[src/sv/psd_pkg.sv]
// ============================================================================
// psd_pkg: shared types and constants for the point-segment distance core
// Holds the transaction structs, the clamp codes, the internal widths and the
// split-square helpers used by the datapath stages.
// ============================================================================
package psd_pkg;

  // Coordinate and configuration width.
  localparam int CW = 32;
  // Coordinate differences (signed) and their magnitudes.
  localparam int DFW = 33;
  localparam int MW = 32;
  // Products of two magnitudes and sums of three such products.
  localparam int PW = 64;
  localparam int LW = 66;
  // Rounded-division operands: numerator, divisor, remainder, quotient.
  localparam int NW = 100;
  localparam int DVW = 67;
  localparam int RW = 101;
  localparam int QW = 34;
  // Signed foot offsets and derived differences.
  localparam int OFW = 36;
  // Square helper: operand magnitude, half width, square, sum of squares.
  localparam int XW = 36;
  localparam int HW = 18;
  localparam int SQW = 72;
  localparam int SSW = 74;
  // Square root: root bits and remainder width.
  localparam int SRW = 37;
  localparam int SREMW = 76;
  // Result widths.
  localparam int DISTW = 35;
  localparam int KW = 2;
  // Margin is scaled up to 32 fraction bits before the clamp compare.
  localparam int MARGIN_SHIFT = 16;

  typedef enum logic [KW-1:0] {
    KIND_FOOT  = 2'd0,
    KIND_START = 2'd1,
    KIND_END   = 2'd2
  } kind_t;

  typedef struct packed {
    logic signed [CW-1:0] start_x;
    logic signed [CW-1:0] start_y;
    logic signed [CW-1:0] start_z;
    logic signed [CW-1:0] end_x;
    logic signed [CW-1:0] end_y;
    logic signed [CW-1:0] end_z;
    logic signed [CW-1:0] query_x;
    logic signed [CW-1:0] query_y;
    logic signed [CW-1:0] query_z;
  } in_item_t;

  typedef struct packed {
    logic [DISTW-1:0] distance;
    logic [KW-1:0]    clamp_kind;
  } out_item_t;

  // Partial products of one square, split at HW bits.
  typedef struct packed {
    logic [2*HW-1:0] hh;
    logic [2*HW-1:0] hl;
    logic [2*HW-1:0] ll;
  } sq_parts_t;

  function automatic sq_parts_t sq_split(input logic [XW-1:0] x);
    sq_parts_t p;
    p.hh = x[XW-1:HW] * x[XW-1:HW];
    p.hl = x[XW-1:HW] * x[HW-1:0];
    p.ll = x[HW-1:0] * x[HW-1:0];
    return p;
  endfunction

  function automatic logic [SQW-1:0] sq_join(input sq_parts_t p);
    logic [SQW-1:0] s;
    s = (SQW'(p.hh) << (2 * HW)) + (SQW'(p.hl) << (HW + 1)) + SQW'(p.ll);
    return s;
  endfunction

endpackage

[src/sv/psd_div_step.sv]
// ============================================================================
// psd_div_step: one registered restoring-division step
// Tries to subtract the divisor shifted to quotient bit BIT and records the
// outcome in that quotient bit.
// ============================================================================
module psd_div_step
  import psd_pkg::*;
#(
  parameter int BIT = 0
) (
  input  logic           clk,
  input  logic           en,
  input  logic [DVW-1:0] divisor,
  input  logic [RW-1:0]  rem_in,
  input  logic [QW-1:0]  quo_in,
  output logic [RW-1:0]  rem_out,
  output logic [QW-1:0]  quo_out
);

  logic [RW-1:0] trial;
  logic [RW:0]   diff;
  logic          fits;
  logic [QW-1:0] quo_next;

  always_comb begin
    trial = RW'(divisor) << BIT;
    diff = {1'b0, rem_in} - {1'b0, trial};
    fits = !diff[RW];
    quo_next = quo_in;
    quo_next[BIT] = fits;
  end

  always_ff @(posedge clk) begin
    if (en) begin
      rem_out <= fits ? diff[RW-1:0] : rem_in;
      quo_out <= quo_next;
    end
  end

endmodule

[config.mk]
export PLATFORM = sky130hd
export DESIGN_NAME = psd_div_step
export DESIGN_NICKNAME = d
export VERILOG_FILES = /design/src/sv/psd_pkg.sv /design/src/sv/psd_div_step.sv
export SDC_FILE = /design/constraint.sdc
export NUM_CORES = 1
export LEC_CHECK = 0
export ABC_AREA = 0
export BUFFER_PORTS_ARGS = -buffer_cell sky130_fd_sc_hd__buf_4
export CAP_MARGIN = 10
export CORE_AREA = 2 2 185 187
export DETAILED_ROUTE_END_ITERATION = 16
export DIE_AREA = 0 0 187 189
export PLACE_DENSITY = 0.58
export SETUP_SLACK_MARGIN = 0.15
export SYNTH_ARGS = -nofsm -noshare
export SYNTH_HDL_FRONTEND = slang
export SYNTH_SLANG_ARGS = --single-unit
export TNS_END_PERCENT = 5
[constraint.sdc]
create_clock -name clk -period 3.8 [get_ports clk]
set_input_delay 0.57 -clock clk [delete_from_list [all_inputs] [get_ports clk]]
set_output_delay 0.57 -clock clk [all_outputs]
set_load 0.02 [all_outputs]
# After elaboration in Yosys (flattened, before gate mapping)
# Index checks and enable logic that the tools add are counted.
# W data, S select, Z words.
# classes
n_addsub,1
mux,1
reduce_logical,1
# op_table
cell,n
$sub A101 B67 Y102,1
$mux W101,1
$logic_not A1 Y1,1
# totals
register_bits,135
in_bits,204
word_cells,5

# Depth between registers and ports, before layout
# depth
depth_word,2
ltp_mapped,17
depth_no_buf,13

# Worst setup path before layout
# Ideal clock, no wire load.
# synth_timing
path_kind,input-to-reg
startpoint,in rem_in[0]
endpoint,reg rem_out[96] (data pin)
setup_ps,264
t_arrival_ps,3207
required_time_ps,3536
path_slack_ps,330
path_stages,12
cell_sequence,inv_1 -> ha_1 -> fa_1 -> nand2b_1 -> a21oi_1 -> o2111a_1 -> o21ai_1 -> a2111o_1 -> a2111o_1 -> and2_1 -> o311ai_1 -> xnor2_1
# synth_between
elab_chain_len,2
# synth_rtl
item,line,source
from (decl),psd_div_step.sv:14,"input logic [RW-1:0] rem_in,"
$sub A101 B67 Y102,psd_div_step.sv:27,"diff = {1'b0, rem_in} - {1'b0, trial};"
$mux W101,psd_div_step.sv:35,rem_out <= fits ? diff[RW-1:0] : rem_in;
to (signal assigned),psd_div_step.sv:35,
to (decl),psd_div_step.sv:16,"output logic [RW-1:0] rem_out,"
# No other way between the ends.
# A chain may end at the register's enable or synchronous reset.

# Final worst setup path
# layout_timing
startpoint,in divisor[0]
endpoint,reg rem_out[74] (data pin)
# layout_between
elab_chain_len,2
# layout_rtl
item,line,source
from (decl),psd_div_step.sv:13,"input logic [DVW-1:0] divisor,"
$sub A101 B67 Y102,psd_div_step.sv:27,
$mux W101,psd_div_step.sv:35,
# No other way between the ends.

==> metrics.md <==
| Metric | Value |
|---|---|
| Site Rows | 67 |
| TritonCTS clock tree | yes |
| Mean Syn Cell Area | just under 9 sq um |
| Hold_buf cts | 0 |
| Dpl ws | -0.295 ns |
| CP bufs+invs | 2 |
| Share of layout cells above drive strength 1 | 0.314 |
| Slew Limit Fails | 0 |
| Hpwl dp | approximately 29 mm |
| Async set-or-reset flop fraction in the synthesized netlist | 0 |
| Htree depth | 4 |
| Crit end category | flop |
| Synth top area share | 0.396 |
| Status | finished clean |
| Inserted Clock Buffers | 17 |
| I/O Pins | around 340 |
| Mapped cell area | 10200 sq um |
| Detail Route Antenna Nets | 0 |
| Final cell count without fillers | around 2000 |
| Synth cell count leaders | 159 x a21oi_1, 136 x nor2_1, 135 x edfxtp_1, 92 x nand2_1, 89 x inv_1 |
| Initial Util | 0.308 |
| Worst setup SP type | input pin |
| Post-CTS Setup Bufs | 0 |
| Measured slew at the worst slew-check pin | ~0.70 ns |
| CP dominant cell by count | buf_4 |
| Yosys warning total | 0 |
| CP Depth | 14 |
| Clk root buf | clkbuf_16 |
| Via count | a little over 10000 |
| Cell taking the most area after synthesis | edfxtp_1 |
| Synth Instances | 1177 |
| DRT iter0 DRCs | 675 |
| P&R area growth vs syn | 42.6% |
| Number of global-route vias before repair | around 10000 |
| Finish-stage setup viols | 0 |
| Top Layer Used | met4 |
| Count of buffers from port buffering | roughly 340 |
| Final Hold Vio Count | 0 |
| Max IR drop VDD | about 0.29 mV |
| Register bit total from synthesis | 135 |
| Most used DFF post-synth | edfxtp_1 |
| Gpl congestion | between 0.8 and 0.9 |
| WL per Instance | between 15 and 20 microns |
| Minimum clock period after layout | 3.55 ns |
| Final period util | 0.934 |
| DR WL met3 | 2.13 mm |
| Drt total wl | approximately 36 mm |
| Crit Path Class | in2reg |
| Slowest-stage cell, CP | a211oi_1 |
| Max_cap viols | 0 |
| Die Wd | 187 microns |
| Clock Pin Slew Worst Setup and Hold Paths | about 0.07 ns |
| Global-route wire length before repair | ~56 mm |
| Final nets | around 1900 |
| Slack of the critical path | roughly 0.25 ns |
| Met2 wire len | 17.1 mm |
| P_leak | ~6.4 nW |
| Pwr Density | roughly 380 nW/um^2 |
| Worst EP required | 3.98 ns |
| Syn nets | 1449 |
| Critical path, cell by cell | buf_4, ha_1, fa_1, nand2b_1, a21oi_2, o2111ai_1, a211oi_1, nor3_1, o31a_1, o21ai_1, buf_4, nand3_1, nand4_1, xnor2_1 |
| Wire length on met1 | 16.3 mm |
| Slew HR | 0.530 |
| Vias/cell | about 5 |
| PostCTS Resize Cnt | 0 |
| GRT Total Usage | 0.201 |
| Maximum root-to-sink buffer count | 2 |
| Max FO, Critical Path | 4 |
| TritonCTS Sinks | 135 |
| Core ar. | roughly 33000 sq um |
| CP delay by family, top | compound AO/OA/AOI/OAI gates |
| Class of the worst hold path | in2reg |
| Initial antenna violation count | 0 |
| Area contributors post-synth | edfxtp_1 40%, ha_1 8.2%, a21oi_1 7.8% |
| N_diodes | 0 |
| DIE AREA | ~35000 sq um |
| RSZ-0062 raised after global routing | true |
| Max incr delay on CP | between 0.4 and 0.5 ns |
| Largest net degree at the start of global routing | 70 |
| Die height | about 190 microns |
| CP Capture Point | rem_out[74] |
| Sequential-to-total area share from yosys stat | 0.396 |
| Most numerous cell in the Yosys netlist | a21oi_1 |
| Dpl cells | 2014 |
| FMAX | 282 MHz |
| Synth cell types | 64 |
| First drt pass iteration count | 5 |
| Aggregate global routing overflow | 0 |
| Crit. Startpoint | divisor[0] |
| Post-synth EDFFs | around 140 |
| Drt drc | 0 |
| WP data arrival | roughly 3.7 ns |
[area by class of cell]
class                           instances  area (sq um)
Inverter                               90           339
Fill cell                            3336         18700
Tap cell                              448           561
Multi-Input combinational cell        886          5570
Timing Repair Buffer                  455          3480
Clock inverter                         14           164
Clock buffer                           18           429
Sequential cell                       135          4050
[placed cells by master (no fill, tap or decap), types with 7 or more instances in the layout]
| cell type | n |
|---|---|
| nor3_1 | 22 |
| buf_4 | 449 |
| a211oi_1 | 8 |
| o21a_1 | 10 |
| a21o_1 | 21 |
| nand2_1 | 92 |
| and2_1 | 7 |
| a21oi_1 | 157 |
| a31oi_1 | 9 |
| ha_1 | 67 |
| o21ai_0 | 64 |
| nand3_1 | 20 |
| xor2_1 | 30 |
| clkbuf_16 | 17 |
| xnor2_1 | 66 |
| o211ai_1 | 10 |
| nor2_1 | 136 |
| o21bai_1 | 16 |
| inv_1 | 89 |
| nand4_1 | 46 |
| nand2b_1 | 9 |
| nor4_1 | 16 |
| edfxtp_1 | 135 |
[flip-flops by register name (all words and copies together), names as in the netlist]
name,flops
quo_out,34
rem_out,101
[worst min-delay path by stage]
| stage | endpoint | slack (ns) | cells past startpoint | from |
|---|---|---|---|---|
| 3_3_place_gp | quo_out[11] | 0.75 | 1 | quo_in[11] |
| 6_report | quo_out[22] | 0.31 | 1 | quo_in[22] |
| 5_1_grt | quo_out[11] | 0.29 | 1 | quo_in[11] |
| 3_5_place_dp | quo_out[15] | 0.75 | 1 | quo_in[15] |
| 2_1_floorplan | quo_out[10] | 0.67 | 0 | quo_in[10] |
| 4_1_cts | quo_out[22] | 0.29 | 1 | quo_in[22] |
[power breakdown]
part           switching (mW)  internal (mW)
logic                    1.03          0.843
registers              0.0624           1.88
clock network           0.777          0.987
[cells by family (layout without fill, tap and decap cells)]
group,after synthesis,count (layout),synth area share
XOR/XNOR,96,96,0.0821
buffers and inverters,156,577,0.0616
flip-flops,135,135,0.396
AND/OR/NAND/NOR,387,387,0.180
adder cells (fa/ha/maj),68,68,0.0838
AO/OA/AOI/OAI,335,335,0.196
[metrics by stage]
stage | hold slack, ns | instance area, sq um | total power [mW] | setup TNS [ns] | util
2_1_floorplan | 0.669 | 10200 | 2.95 | 0 | -
3_3_place_gp | 0.748 | 14000 | 3.83 | -3.54 | 0.420
3_5_place_dp | 0.750 | 14000 | 3.83 | -5.10 | 0.420
4_1_cts | 0.291 | 14600 | 5.61 | 0 | 0.438
5_1_grt | 0.287 | 14600 | 5.84 | 0 | 0.439
6_report | 0.312 | 14600 | 5.57 | 0 | 0.439
[metal layers]
layer | up-vias | GRT usage
met4 | 0 | 0.0571
met1 | 4766 | 0.268
met5 | - | 0
met2 | 369 | 0.334
met3 | 29 | 0.0371
li1 | 5065 | -
Power figures use the tool's default switching activity.
