## src/sv/psd_pkg.sv

```systemverilog
// ============================================================================
// psd_pkg: shared types and constants for the point-segment distance core
// Holds the transaction structs, the clamp codes, the internal widths and the
// split-square helpers used by the datapath stages.
// ============================================================================
package psd_pkg;

  // Coordinate and configuration width.
  localparam int CW = 32;
  // Coordinate differences (signed) and their magnitudes.
  localparam int DFW = 33;
  localparam int MW = 32;
  // Products of two magnitudes and sums of three such products.
  localparam int PW = 64;
  localparam int LW = 66;
  // Rounded-division operands: numerator, divisor, remainder, quotient.
  localparam int NW = 100;
  localparam int DVW = 67;
  localparam int RW = 101;
  localparam int QW = 34;
  // Signed foot offsets and derived differences.
  localparam int OFW = 36;
  // Square helper: operand magnitude, half width, square, sum of squares.
  localparam int XW = 36;
  localparam int HW = 18;
  localparam int SQW = 72;
  localparam int SSW = 74;
  // Square root: root bits and remainder width.
  localparam int SRW = 37;
  localparam int SREMW = 76;
  // Result widths.
  localparam int DISTW = 35;
  localparam int KW = 2;
  // Margin is scaled up to 32 fraction bits before the clamp compare.
  localparam int MARGIN_SHIFT = 16;

  typedef enum logic [KW-1:0] {
    KIND_FOOT  = 2'd0,
    KIND_START = 2'd1,
    KIND_END   = 2'd2
  } kind_t;

  typedef struct packed {
    logic signed [CW-1:0] start_x;
    logic signed [CW-1:0] start_y;
    logic signed [CW-1:0] start_z;
    logic signed [CW-1:0] end_x;
    logic signed [CW-1:0] end_y;
    logic signed [CW-1:0] end_z;
    logic signed [CW-1:0] query_x;
    logic signed [CW-1:0] query_y;
    logic signed [CW-1:0] query_z;
  } in_item_t;

  typedef struct packed {
    logic [DISTW-1:0] distance;
    logic [KW-1:0]    clamp_kind;
  } out_item_t;

  // Partial products of one square, split at HW bits.
  typedef struct packed {
    logic [2*HW-1:0] hh;
    logic [2*HW-1:0] hl;
    logic [2*HW-1:0] ll;
  } sq_parts_t;

  function automatic sq_parts_t sq_split(input logic [XW-1:0] x);
    sq_parts_t p;
    p.hh = x[XW-1:HW] * x[XW-1:HW];
    p.hl = x[XW-1:HW] * x[HW-1:0];
    p.ll = x[HW-1:0] * x[HW-1:0];
    return p;
  endfunction

  function automatic logic [SQW-1:0] sq_join(input sq_parts_t p);
    logic [SQW-1:0] s;
    s = (SQW'(p.hh) << (2 * HW)) + (SQW'(p.hl) << (HW + 1)) + SQW'(p.ll);
    return s;
  endfunction

endpackage

```

## src/sv/psd_sqrt_step.sv

```systemverilog
// ============================================================================
// psd_sqrt_step: one registered step of the bit-by-bit integer square root
// Decides root bit BIT from the running remainder and the partial root.
// ============================================================================
module psd_sqrt_step
  import psd_pkg::*;
#(
  parameter int BIT = 0
) (
  input  logic             clk,
  input  logic             en,
  input  logic [SREMW-1:0] rem_in,
  input  logic [SRW-1:0]   root_in,
  output logic [SREMW-1:0] rem_out,
  output logic [SRW-1:0]   root_out
);

  logic [SREMW-1:0] trial;
  logic [SREMW:0]   diff;
  logic             fits;
  logic [SRW-1:0]   root_next;

  // Adding bit BIT to root r grows r^2 by r * 2^(BIT+1) + 2^(2*BIT).
  always_comb begin
    trial = (SREMW'(root_in) << (BIT + 1)) + (SREMW'(1) << (2 * BIT));
    diff = {1'b0, rem_in} - {1'b0, trial};
    fits = !diff[SREMW];
    root_next = root_in;
    root_next[BIT] = fits;
  end

  always_ff @(posedge clk) begin
    if (en) begin
      rem_out <= fits ? diff[SREMW-1:0] : rem_in;
      root_out <= root_next;
    end
  end

endmodule
```

## config.mk

```make
export PLATFORM = sky130hd
export DESIGN_NAME = psd_sqrt_step
export DESIGN_NICKNAME = d
export VERILOG_FILES = /design/src/sv/psd_pkg.sv /design/src/sv/psd_sqrt_step.sv
export SDC_FILE = /design/constraint.sdc
export NUM_CORES = 1
export LEC_CHECK = 0
export BUFFER_PORTS_ARGS = -buffer_cell sky130_fd_sc_hd__buf_2
export CAP_MARGIN = 20
export CORE_AREA = 8 8 182 184
export CTS_CLUSTER_SIZE = 25
export DETAILED_ROUTE_END_ITERATION = 8
export DIE_AREA = 0 0 190 192
export SYNTH_ARGS = -nofsm -noshare
export SYNTH_HDL_FRONTEND = slang
export SYNTH_SLANG_ARGS = --single-unit
```

## constraint.sdc

```tcl
create_clock -name clk -period 4.39 [get_ports clk]
set_clock_uncertainty 0.05 [all_clocks]
set_input_delay 0.878 -clock clk [delete_from_list [all_inputs] [get_ports clk]]
set_output_delay 0.878 -clock clk [all_outputs]
set_load 0.03 [all_outputs]
```

==> Word level (Yosys, flattened, before mapping) <==
Index checks and enable logic that the tools add are counted.
{ "classes": {"addsub": 2, "mux": 1, "reduce_logical": 1} }
{ "op_table": {"columns": ["operator", "n"], "rows": [
  ["$sub A76 B39 Y77", 1],
  ["$mux W76", 1],
  ["$add A38 B1 Y39 const B", 1],
  ["$logic_not A1 Y1", 1]
]} }
{ "word_totals": {"regBits": 113, "in_bits": 115, "output_inout_bits": 113, "elab_cells": 6} }

==> Longest topological paths before layout <==
Gate-level depths: netlist of run 1.
{ "logic_depth": {"ltp_word": 3, "mapped_depth": 13, "mapped_depth_nobuf": 11} }

==> Least setup slack after synthesis of run 1 <==
No wires, ideal clock.
{ "synth_timing": {"path_type": "input -> register", "start": "input port rem_in[0]", "end": "register rem_out[51] (data pin)", "setup_ns": 0.273, "t_arrival_ns": 3.067, "t_required_ns": 4.067, "path_slack_ns": 1.000, "stages": 11, "path_buffers": 1, "path_cell_list": "inv_1 fa_1 nand2b_1 a21oi_1 o21ai_1 a211oi_2 o2111a_1 nor2_4 buf_4 nor4b_1 xor2_1"} }
{ "synth_between": {"elab_chain_len": 2} }
{ "synth_lines": {"columns": ["item", "line_no", "text"], "rows": [
  ["start: declaration", "psd_sqrt_step.sv:12", "input logic [SREMW-1:0] rem_in,"],
  ["$sub A76 B39 Y77", "psd_sqrt_step.sv:26", "diff = {1'b0, rem_in} - {1'b0, trial};"],
  ["$mux W76", "psd_sqrt_step.sv:34", "rem_out <= fits ? diff[SREMW-1:0] : rem_in;"],
  ["end signal: assignment", "psd_sqrt_step.sv:34", null],
  ["end: declaration", "psd_sqrt_step.sv:14", "output logic [SREMW-1:0] rem_out,"]
]} }
No other way between the ends.
A chain may end at the register's enable or synchronous reset.

==> Worst setup path in the final report of run 1 <==
{ "layout_timing": {"start": "input port root_in[0]", "end": "register rem_out[45] (data pin)"} }
{ "layout_between": {"elab_chain_len": 3} }
{ "layout_lines": {"columns": ["item", "line_no", "text"], "rows": [
  ["start: declaration", "psd_sqrt_step.sv:13", "input logic [SRW-1:0] root_in,"],
  ["$add A38 B1 Y39", "psd_sqrt_step.sv:25", "trial = (SREMW'(root_in) << (BIT + 1)) + (SREMW'(1) << (2 * BIT));"],
  ["$sub A76 B39 Y77", "psd_sqrt_step.sv:26", null],
  ["$mux W76", "psd_sqrt_step.sv:34", null]
]} }
No other way between the ends.

==> metrics.yaml, run 1 <==
synth:
  ys_seq_area_frac: 0.457
  synth_ff_type: "edfxtp_1"
  yosys-top-cells-count: "113 x edfxtp_1, 82 x a21oi_1, 69 x nor2_1"
  ys_seq_elements: 113
  async_reset_ff_frac: 0
  ys_warn_count: 0
  synth_top_cell_by_area: "edfxtp_1"
  synth.most_common_cell: "edfxtp_1"
  synth_nets: 903
  synth_top_area_share: 0.457
  synthCells: 750
  synth_cell_type_count: 64
  syn_area_sq_um: 7430
  syn_avg_cell_area_sq_um: 9.90
  netlist_top_cells_area: "edfxtp_1 46%, ha_1 6.2%, a21oi_1 5.5%"
  synth-edff-count: 113
layout:
  drive_above_1_share: 0.303
  nets: 1143
  syn_to_final_growth_pct: 30.3
  fillerInstances: 3164
clocking:
  postCtsSetupBuffers: 0
  clockRootBuffer: "clkbuf_16"
  path_clk_slew_ps: 60
  postCtsHoldBufs: 0
  cts.sinks: 113
  numCtsBuffers: 17
  clockBufferDepth: 2
  cts_max_level: 4
  ctsResizeCount: 0
  tritoncts: "built"
drt:
  drc_errors: 0
  routedWlPerCell_microns: 18.7
  drt_iter0_drc: 427
  ant_nets: 0
  first_pass_iters: 5
  drt-total-wl_mm: 26.2
  vias_per_cell: 4.79
  vias: 6717
run_status:
  status: "complete, no violations"
global_route:
  overflow: 0
  grt_first_pass_wirelength_mm: 39.4
  grt_max_degree: 62
  grt_usage: 0.141
  antenna_found_initial: 5
  grt_pass1_vias: 6773
pwr:
  p_per_area_nw_per_um2: 394
  intPower_w: 0.00259
  p_sw_w: 0.00123
  peakVddDrop_uv: 205
  p_total_w: 0.00381
  seqPwrFrac: 0.361
  switching_share: 0.322
  pwr-share-comb: 0.254
  p_leak_nw: 4.01
  pwr-share-clk: 0.385
sta:
  post-route-period-util: 0.846
  fmax_mhz: 269
  setup_viol: 0
  hold_violations: 0
  relSlewSlack: 0.472
  post-route-min-period_ps: 3710
  setup_ws_ps: 678
  fin_setup_tns_ps: 0
  slew_violations: 0
  rsz0062_at_grt: "no"
  tightest_slew_ps: 792
min_path:
  hold_class: "in -> reg"
floorplan:
  rows: 64
  start_util: 0.246
  core_sq_um: 30200
  die_width_microns: 190
  die-height_microns: 192
  top_level_ports: 228
  die-area_sq_um: 36500
setup_path:
  path_class: "in -> reg"
  arrival_ps: 3810
  critPathMaxFanout: 9
  cp-start-kind: "input pin"
  crit_path_end_kind: "flip-flop"
  cp.required_ps: 4490
placed_design:
  dp_hpwl_mm: 20.8
  gp_congestion: 0.873
  port_buffers: 227
  dp_slack_ps: 387
run:
  drv_cap: 0
-- flip-flops by register name, indices dropped and copies added, names as in the netlist --
name	flops
rem_out	76
root_out	37
-- cells in the final DEF (no fill, tap or decap), types with 7 or more instances in the layout --
cell,instances
edfxtp_1,113
clkbuf_16,17
or3_1,7
nor4_1,14
a21oi_1,82
a21o_1,15
nor3_1,24
o211ai_1,10
buf_4,17
xor2_1,40
nand3_1,15
a211oi_1,8
o21ai_0,34
nand2_1,55
nor2_1,69
nand4_1,13
inv_1,51
ha_1,37
buf_2,226
or4_1,7
o21bai_1,10
xnor2_1,33
-- stage by stage --
stage / cells / cell area (sq um) / hold WS (ps) / utilization
final: 1401 / 9680 / 590 / 0.321
after global placement: 1367 / 9070 / 1020 / 0.301
after global routing: 1400 / 9680 / 576 / 0.321
after floorplan: 750 / 7430 / 927 / -
after detailed placement: 1367 / 9070 / 1020 / 0.301
after CTS: 1397 / 9670 / 572 / 0.320
-- critical path: stages --
cell and delay [ps]:
buf_2 100, inv_1 40, ha_1 280, a211oi_1 410, o21ai_0 250, a31oi_1 340
o21ai_0 250, a21oi_1 360, a311oi_2 170, buf_4 220, nor3_1 390, xor2_1 120
-- power groups by stage --
stage / clock network (W) / logic [W] / registers [W]
after floorplan: 0 / 0.000380 / 0.00163
after global placement: 0 / 0.000963 / 0.00140
after detailed placement: 0 / 0.000967 / 0.00140
after CTS: 0.00150 / 0.000973 / 0.00138
after global routing: 0.00154 / 0.00105 / 0.00139
final: 0.00147 / 0.000967 / 0.00138
-- logic make-up (layout without fill, tap and decap cells) --
family / Yosys count / count (layout) / share of synthesized area
multiplexers: 2 / 2 / 0.00270
XOR/XNOR: 73 / 73 / 0.0861
other: 0 / 4 / 0
AO/OA/AOI/OAI: 197 / 197 / 0.166
AND/OR/NAND/NOR: 251 / 251 / 0.179
buffers and inverters: 76 / 327 / 0.0441
flip-flops: 113 / 113 / 0.457
adder cells (fa/ha/maj): 38 / 38 / 0.0650
-- metal layers --
layer,global-route usage,wire (microns),up-vias
met5,0,25,-
met4,0.0586,665,4
met3,0.0376,1700,41
met2,0.219,12100,223
met1,0.182,11700,3191
li1,-,-,3258
-- final cells by class --
type / count / area, sq um / share of cell area
sequential: 113 / 3390 / 0.351
timing repair buffer: 244 / 1280 / 0.132
clock inverter: 13 / 170 / 0.0176
multi-input combinational: 561 / 3710 / 0.383
inverter: 53 / 199 / 0.0206
clock buffer: 17 / 425 / 0.0440
tap: 396 / 495 / 0.0512
antenna: 4 / 10.0 / 0.00103
-- worst paths after layout --
path,slack [ps],from,cells after the start,to
max,680,root_in[0],12,rem_out[45]
min,590,root_in[22],1,root_out[22]
No activity file was read; power rests on OpenSTA's default activity.
==> run 2: changes to the inputs <==
--- a/config.mk
+++ b/config.mk
@@ -5,12 +5,13 @@
 export SDC_FILE = /design/constraint.sdc
 export NUM_CORES = 1
 export LEC_CHECK = 0
+export ABC_AREA = 1
 export BUFFER_PORTS_ARGS = -buffer_cell sky130_fd_sc_hd__buf_2
 export CAP_MARGIN = 20
-export CORE_AREA = 8 8 182 184
+export CORE_AREA = 8 8 196 198
 export CTS_CLUSTER_SIZE = 25
 export DETAILED_ROUTE_END_ITERATION = 8
-export DIE_AREA = 0 0 190 192
+export DIE_AREA = 0 0 204 206
 export SYNTH_ARGS = -nofsm -noshare
 export SYNTH_HDL_FRONTEND = slang
 export SYNTH_SLANG_ARGS = --single-unit
==> constraint.sdc (replaced) <==
create_clock -name clk -period 3.2 [get_ports clk]
set_clock_uncertainty 0.05 [all_clocks]
set_input_delay 0.64 -clock clk [delete_from_list [all_inputs] [get_ports clk]]
set_output_delay 0.64 -clock clk [all_outputs]
set_load 0.03 [all_outputs]
==> run 2 against run 1 <==
- flip-flop and latch count unchanged
- power up 42%
- synthesized cell count rose by 70%
- clock power rose by 40%
- cell area rose by 18%
- first-iteration DRC count rose by 35%
- hold slack got worse by 250 ps
- cell count rose by 45%
- die area is 15% higher
- critical endpoint is now rem_out[69]
- largest cell class unchanged
==> metrics.yaml, run 2 <==
run_status:
  status: "complete, no violations"
synth:
  ys_seq_elements: 113
  ys_warn_count: 0
  syn_avg_cell_area_sq_um: 6.87
  synth_top_cell_by_area: "edfxtp_1"
  yosys-top-cells-count: "442 x nand2_1, 221 x inv_1, 154 x nor2_1"
  async_reset_ff_frac: 0
  syn_area_sq_um: 8740
  synthCells: 1273
  synth.most_common_cell: "nand2_1"
  synth_top_area_share: 0.388
  synth-edff-count: 113
  synth_nets: 1426
  ys_seq_area_frac: 0.388
  synth_ff_type: "edfxtp_1"
  netlist_top_cells_area: "edfxtp_1 39%, nand2_1 19%, inv_1 9.5%"
  synth_cell_type_count: 30
clocking:
  clockRootBuffer: "clkbuf_16"
  tritoncts: "built"
  numCtsBuffers: 17
  postCtsSetupBuffers: 0
  path_clk_slew_ps: 60
  cts_max_level: 4
  postCtsHoldBufs: 0
  ctsResizeCount: 0
  clockBufferDepth: 2
  cts.sinks: 113
pwr:
  switching_share: 0.338
  p_leak_nw: 5.52
  pwr-share-comb: 0.275
  pwr-share-clk: 0.380
  peakVddDrop_uv: 366
  intPower_w: 0.00359
  p_sw_w: 0.00183
  seqPwrFrac: 0.345
  p_per_area_nw_per_um2: 477
sta:
  fmax_mhz: 382
  rsz0062_at_grt: "no"
  setup_ws_ps: 582
  post-route-period-util: 0.818
  setup_viol: 0
  slew_violations: 0
  tightest_slew_ps: 674
  relSlewSlack: 0.550
  fin_setup_tns_ps: 0
  post-route-min-period_ps: 2620
  hold_violations: 0
floorplan:
  die_width_microns: 204
  die-height_microns: 206
  core_sq_um: 35200
  rows: 69
  die-area_sq_um: 42000
  top_level_ports: 228
  start_util: 0.248
placed_design:
  placed_cells: 1997
  dpl-instance-area_sq_um: 10800
  dp_hpwl_mm: 30.3
  port_buffers: 227
  gp_congestion: 0.910
  dp_slack_ps: 121
global_route:
  overflow: 0
  grt_first_pass_wirelength_mm: 53.4
  grt_max_degree: 114
  grt_pass1_vias: 9080
  grt_usage: 0.170
  antenna_found_initial: 4
drt:
  vias_per_cell: 4.40
  drc_errors: 0
  first_pass_iters: 5
  drt_iter0_drc: 577
  ant_nets: 0
  routedWlPerCell_microns: 17.8
  vias: 8929
  drt-total-wl_mm: 36.1
layout:
  final_common_cell: "nand2_1"
  layout_common_cells: "442 x nand2_1, 226 x buf_2, 221 x inv_1"
  nets: 1708
  fillerInstances: 3911
  regMostFlops: "rem_out"
  largest_reg_flops: 76
  drive_above_1_share: 0.205
  reg_top3: "rem_out: 76 flops, root_out: 37 flops"
  syn_to_final_growth_pct: 30.3
  final_cells: 2031
  design_area_sq_um: 11400
setup_path:
  cp.required_ps: 3350
  arrival_ps: 2770
  critPathMaxFanout: 37
  cp-start-kind: "input pin"
  path_class: "in -> reg"
  crit_path_end_kind: "flip-flop"
min_path:
  hold_class: "in -> reg"
run:
  drv_cap: 0
[run 2: area by class of cell]
| class | instances | area, sq um | share of cell area |
|---|---|---|---|
| Multi-Input combinational cell | 920 | 4400 | 0.387 |
| Tap cell | 461 | 577 | 0.0507 |
| Inverter | 228 | 856 | 0.0752 |
| Antenna cell | 2 | 5.00 | 0.000440 |
| Clock buffer | 18 | 429 | 0.0377 |
| Sequential cell | 113 | 3390 | 0.298 |
| Clock inverter | 14 | 189 | 0.0166 |
| Timing Repair Buffer | 275 | 1540 | 0.135 |
[run 2: critical path, stage by stage]
cell and delay [ps]:
buf_2 110, inv_1 60, fa_1 450, inv_1 80, nand3_1 160, nand2_1 200
nand3_1 90, nand3b_1 200, nand2_1 120, nand4_2 150, buf_12 220, nand4_1 120
nand2_1 90, inv_1 40
[run 2: worst paths after layout]
check / startpoint / to / slack [ps] / cells after the start
setup / recovery: rem_in[0] / rem_out[69] / 580 / 14
hold / removal: root_in[7] / root_out[7] / 340 / 1
[run 2: per-layer routing]
metal,GRT usage,vias up,share of wire
li1,-,4604,-
met5,0,-,0.00061
met4,0.0514,4,0.016
met3,0.0357,33,0.061
met2,0.276,230,0.45
met1,0.225,4058,0.47
[run 2: logic make-up after synthesis]
| family | Yosys count | share of synthesized area |
|---|---|---|
| AND/OR/NAND/NOR | 724 | 0.341 |
| adder cells (fa/ha/maj) | 38 | 0.0553 |
| AO/OA/AOI/OAI | 124 | 0.0737 |
| XOR/XNOR | 34 | 0.0341 |
| buffers and inverters | 240 | 0.108 |
| flip-flops | 113 | 0.388 |
[run 2: through the flow]
| stage | util | hold slack (ps) | power [W] |
|---|---|---|---|
| floorplan | - | 689 | 0.00280 |
| global placement | 0.306 | 783 | 0.00340 |
| detailed placement | 0.306 | 784 | 0.00340 |
| CTS | 0.323 | 314 | 0.00550 |
| global route | 0.323 | 323 | 0.00570 |
| finish | 0.323 | 342 | 0.00543 |
[run 2: power groups by stage]
stage	Clock (W)	Sequential (W)	Combinational, W
floorplan	0	0.00223	0.000566
global placement	0	0.00190	0.00150
detailed placement	0	0.00190	0.00150
CTS	0.00212	0.00187	0.00151
global route	0.00217	0.00189	0.00163
finish	0.00206	0.00187	0.00149
==> run 3: changes to the inputs <==
==> constraint.sdc (replaced) <==
create_clock -name clk -period 2.2 [get_ports clk]
set_clock_uncertainty 0.05 [all_clocks]
set_input_delay 0.44 -clock clk [delete_from_list [all_inputs] [get_ports clk]]
set_output_delay 0.44 -clock clk [all_outputs]
set_load 0.03 [all_outputs]
==> run 3 against run 2 <==
- the run now ends with negative setup slack left
- first-iteration DRC count decreased by 15%
- setup slack lost 600 ps
- combinational power rose by 100%
- cell area is 32% higher
- power grew 60%
- clock power up 44%
- utilization is 10 points higher
- flip-flop and latch count stayed put
- largest cell class unchanged
- largest power group is now combinational cells
- highest routed layer unchanged
==> metrics.yaml, run 3 (same netlist as run 2, synthesis figures left out) <==
run_status:
  status: "finished with violations"
  violations: "negative setup slack"
sta:
  relSlewSlack: 0.718
  post-route-period-util: 1.01
  post-route-min-period_ps: 2220
  setup_viol: 1
  setup_ws_ps: -15.7
  slew_violations: 0
  fmax_mhz: 451
  tightest_slew_ps: 419
  fin_setup_tns_ps: -15.7
  hold_violations: 0
  rsz0062_at_grt: "yes"
pwr:
  p_leak_nw: 7.17
  pwr-share-clk: 0.342
  p_sw_w: 0.00293
  intPower_w: 0.00573
  p_per_area_nw_per_um2: 578
  switching_share: 0.338
  peakVddDrop_uv: 534
  pwr-share-comb: 0.344
  seqPwrFrac: 0.314
floorplan:
  die-area_sq_um: 42000
  die-height_microns: 206
  rows: 69
  top_level_ports: 228
  die_width_microns: 204
  core_sq_um: 35200
  start_util: 0.248
layout:
  utilization: 0.425
  drive_above_1_share: 0.452
  regMostFlops: "rem_out"
  seqCellArea_sq_um: 3390
  fillerInstances: 3683
  layout_common_cells: "367 x nand2_1, 330 x buf_4, 226 x buf_2"
  final_common_cell: "nand2_1"
  nets: 2008
  multiInputGateArea_sq_um: 5560
  largest_reg_flops: 76
  reg_top3: "rem_out: 76 flops, root_out: 37 flops"
  design_area_sq_um: 15000
  final_cells: 2332
  syn_to_final_growth_pct: 71.5
global_route:
  grt_max_degree: 45
  grt_usage: 0.183
  grt_first_pass_wirelength_mm: 58.6
  overflow: 0
  antenna_found_initial: 7
  grt_pass1_vias: 10400
setup_path:
  cp.required_ps: 2310
  cp-start-kind: "input pin"
  arrival_ps: 2330
  critPathMaxFanout: 12
  crit_path_end_kind: "flip-flop"
  path_class: "in -> reg"
drt:
  vias_per_cell: 4.46
  first_pass_iters: 5
  drt-total-wl_mm: 41.0
  vias: 10400
  drc_errors: 0
  routedWlPerCell_microns: 17.6
  ant_nets: 0
  drt_iter0_drc: 490
placed_design:
  dp_hpwl_mm: 32.8
  placed_cells: 2273
  dp_slack_ps: -695
  dpl-instance-area_sq_um: 13000
  gp_congestion: 0.903
  port_buffers: 227
clocking:
  numCtsBuffers: 17
  postCtsHoldBufs: 0
  clockBufferDepth: 2
  cts_max_level: 4
  cts.sinks: 113
  tritoncts: "built"
  path_clk_slew_ps: 60
  clockRootBuffer: "clkbuf_16"
min_path:
  hold_class: "in -> reg"
run:
  drv_cap: 0
==> run 3: cell types whose count changed in the layout (fill, tap and decap cells not counted), sizes merged <==
cell	previous run	this run
buf	275	571
clkbuf	18	24
clkinv	4	6
clkinvlp	5	3
inv	229	227
diode	2	3
==> run 3: power by group through the flow <==
| stage | logic (W) | registers [W] | clock network (W) |
|---|---|---|---|
| final | 0.00298 | 0.00272 | 0.00297 |
| after global routing | 0.00321 | 0.00275 | 0.00310 |
| after CTS | 0.00270 | 0.00272 | 0.00303 |
| after detailed placement | 0.00262 | 0.00276 | 0 |
| after global placement | 0.00262 | 0.00276 | 0 |
| after floorplan | 0.000842 | 0.00325 | 0 |
==> run 3: repair_timing <==
item	4_1_cts	5_1_grt
cloned	1	5
gates resized for setup	62	213
setup endpoints to repair	71	76
pin swaps	3	55
buffers inserted	2	17
==> run 3: path summary, 6_finish.rpt <==
path	startpoint	endpoint	depth (start not counted)
max	root_in[20]	rem_out[37]	15
min	root_in[1]	root_out[1]	1
==> run 3: stage by stage <==
step	power, W	hold slack (ps)
global placement	0.00538	582
floorplan	0.00409	489
detailed placement	0.00539	584
global route	0.00906	134
CTS	0.00845	129
finish	0.00866	148
==> run 3: cell type report <==
| type | count | area share |
|---|---|---|
| antenna | 3 | 0.000501 |
| clock buffer | 20 | 0.0291 |
| clock inverter | 12 | 0.0110 |
| inverter | 228 | 0.0579 |
| multi-input combinational | 920 | 0.371 |
| sequential | 113 | 0.226 |
| tap | 461 | 0.0385 |
| timing repair buffer | 575 | 0.265 |
==> run 3: per-layer routing <==
| layer | share of wire | up-vias | global-route usage |
|---|---|---|---|
| met5 | 0.0010 | - | 0 |
| met4 | 0.014 | 8 | 0.0427 |
| met3 | 0.055 | 44 | 0.0340 |
| met2 | 0.47 | 269 | 0.307 |
| met1 | 0.45 | 4856 | 0.242 |
| li1 | - | 5218 | - |
==> run 3: worst max-delay path: stages <==
cell and delay (ps):
buf_2 110, inv_2 50, ha_4 290, nand2_4 70, nor2_4 110, inv_2 50
nor2_4 160, nand2_2 90, nor2_4 110, nand2_2 80, nand4_4 210, clkinv_8 180
buf_16 200, nand2_1 70, o21ai_0 100
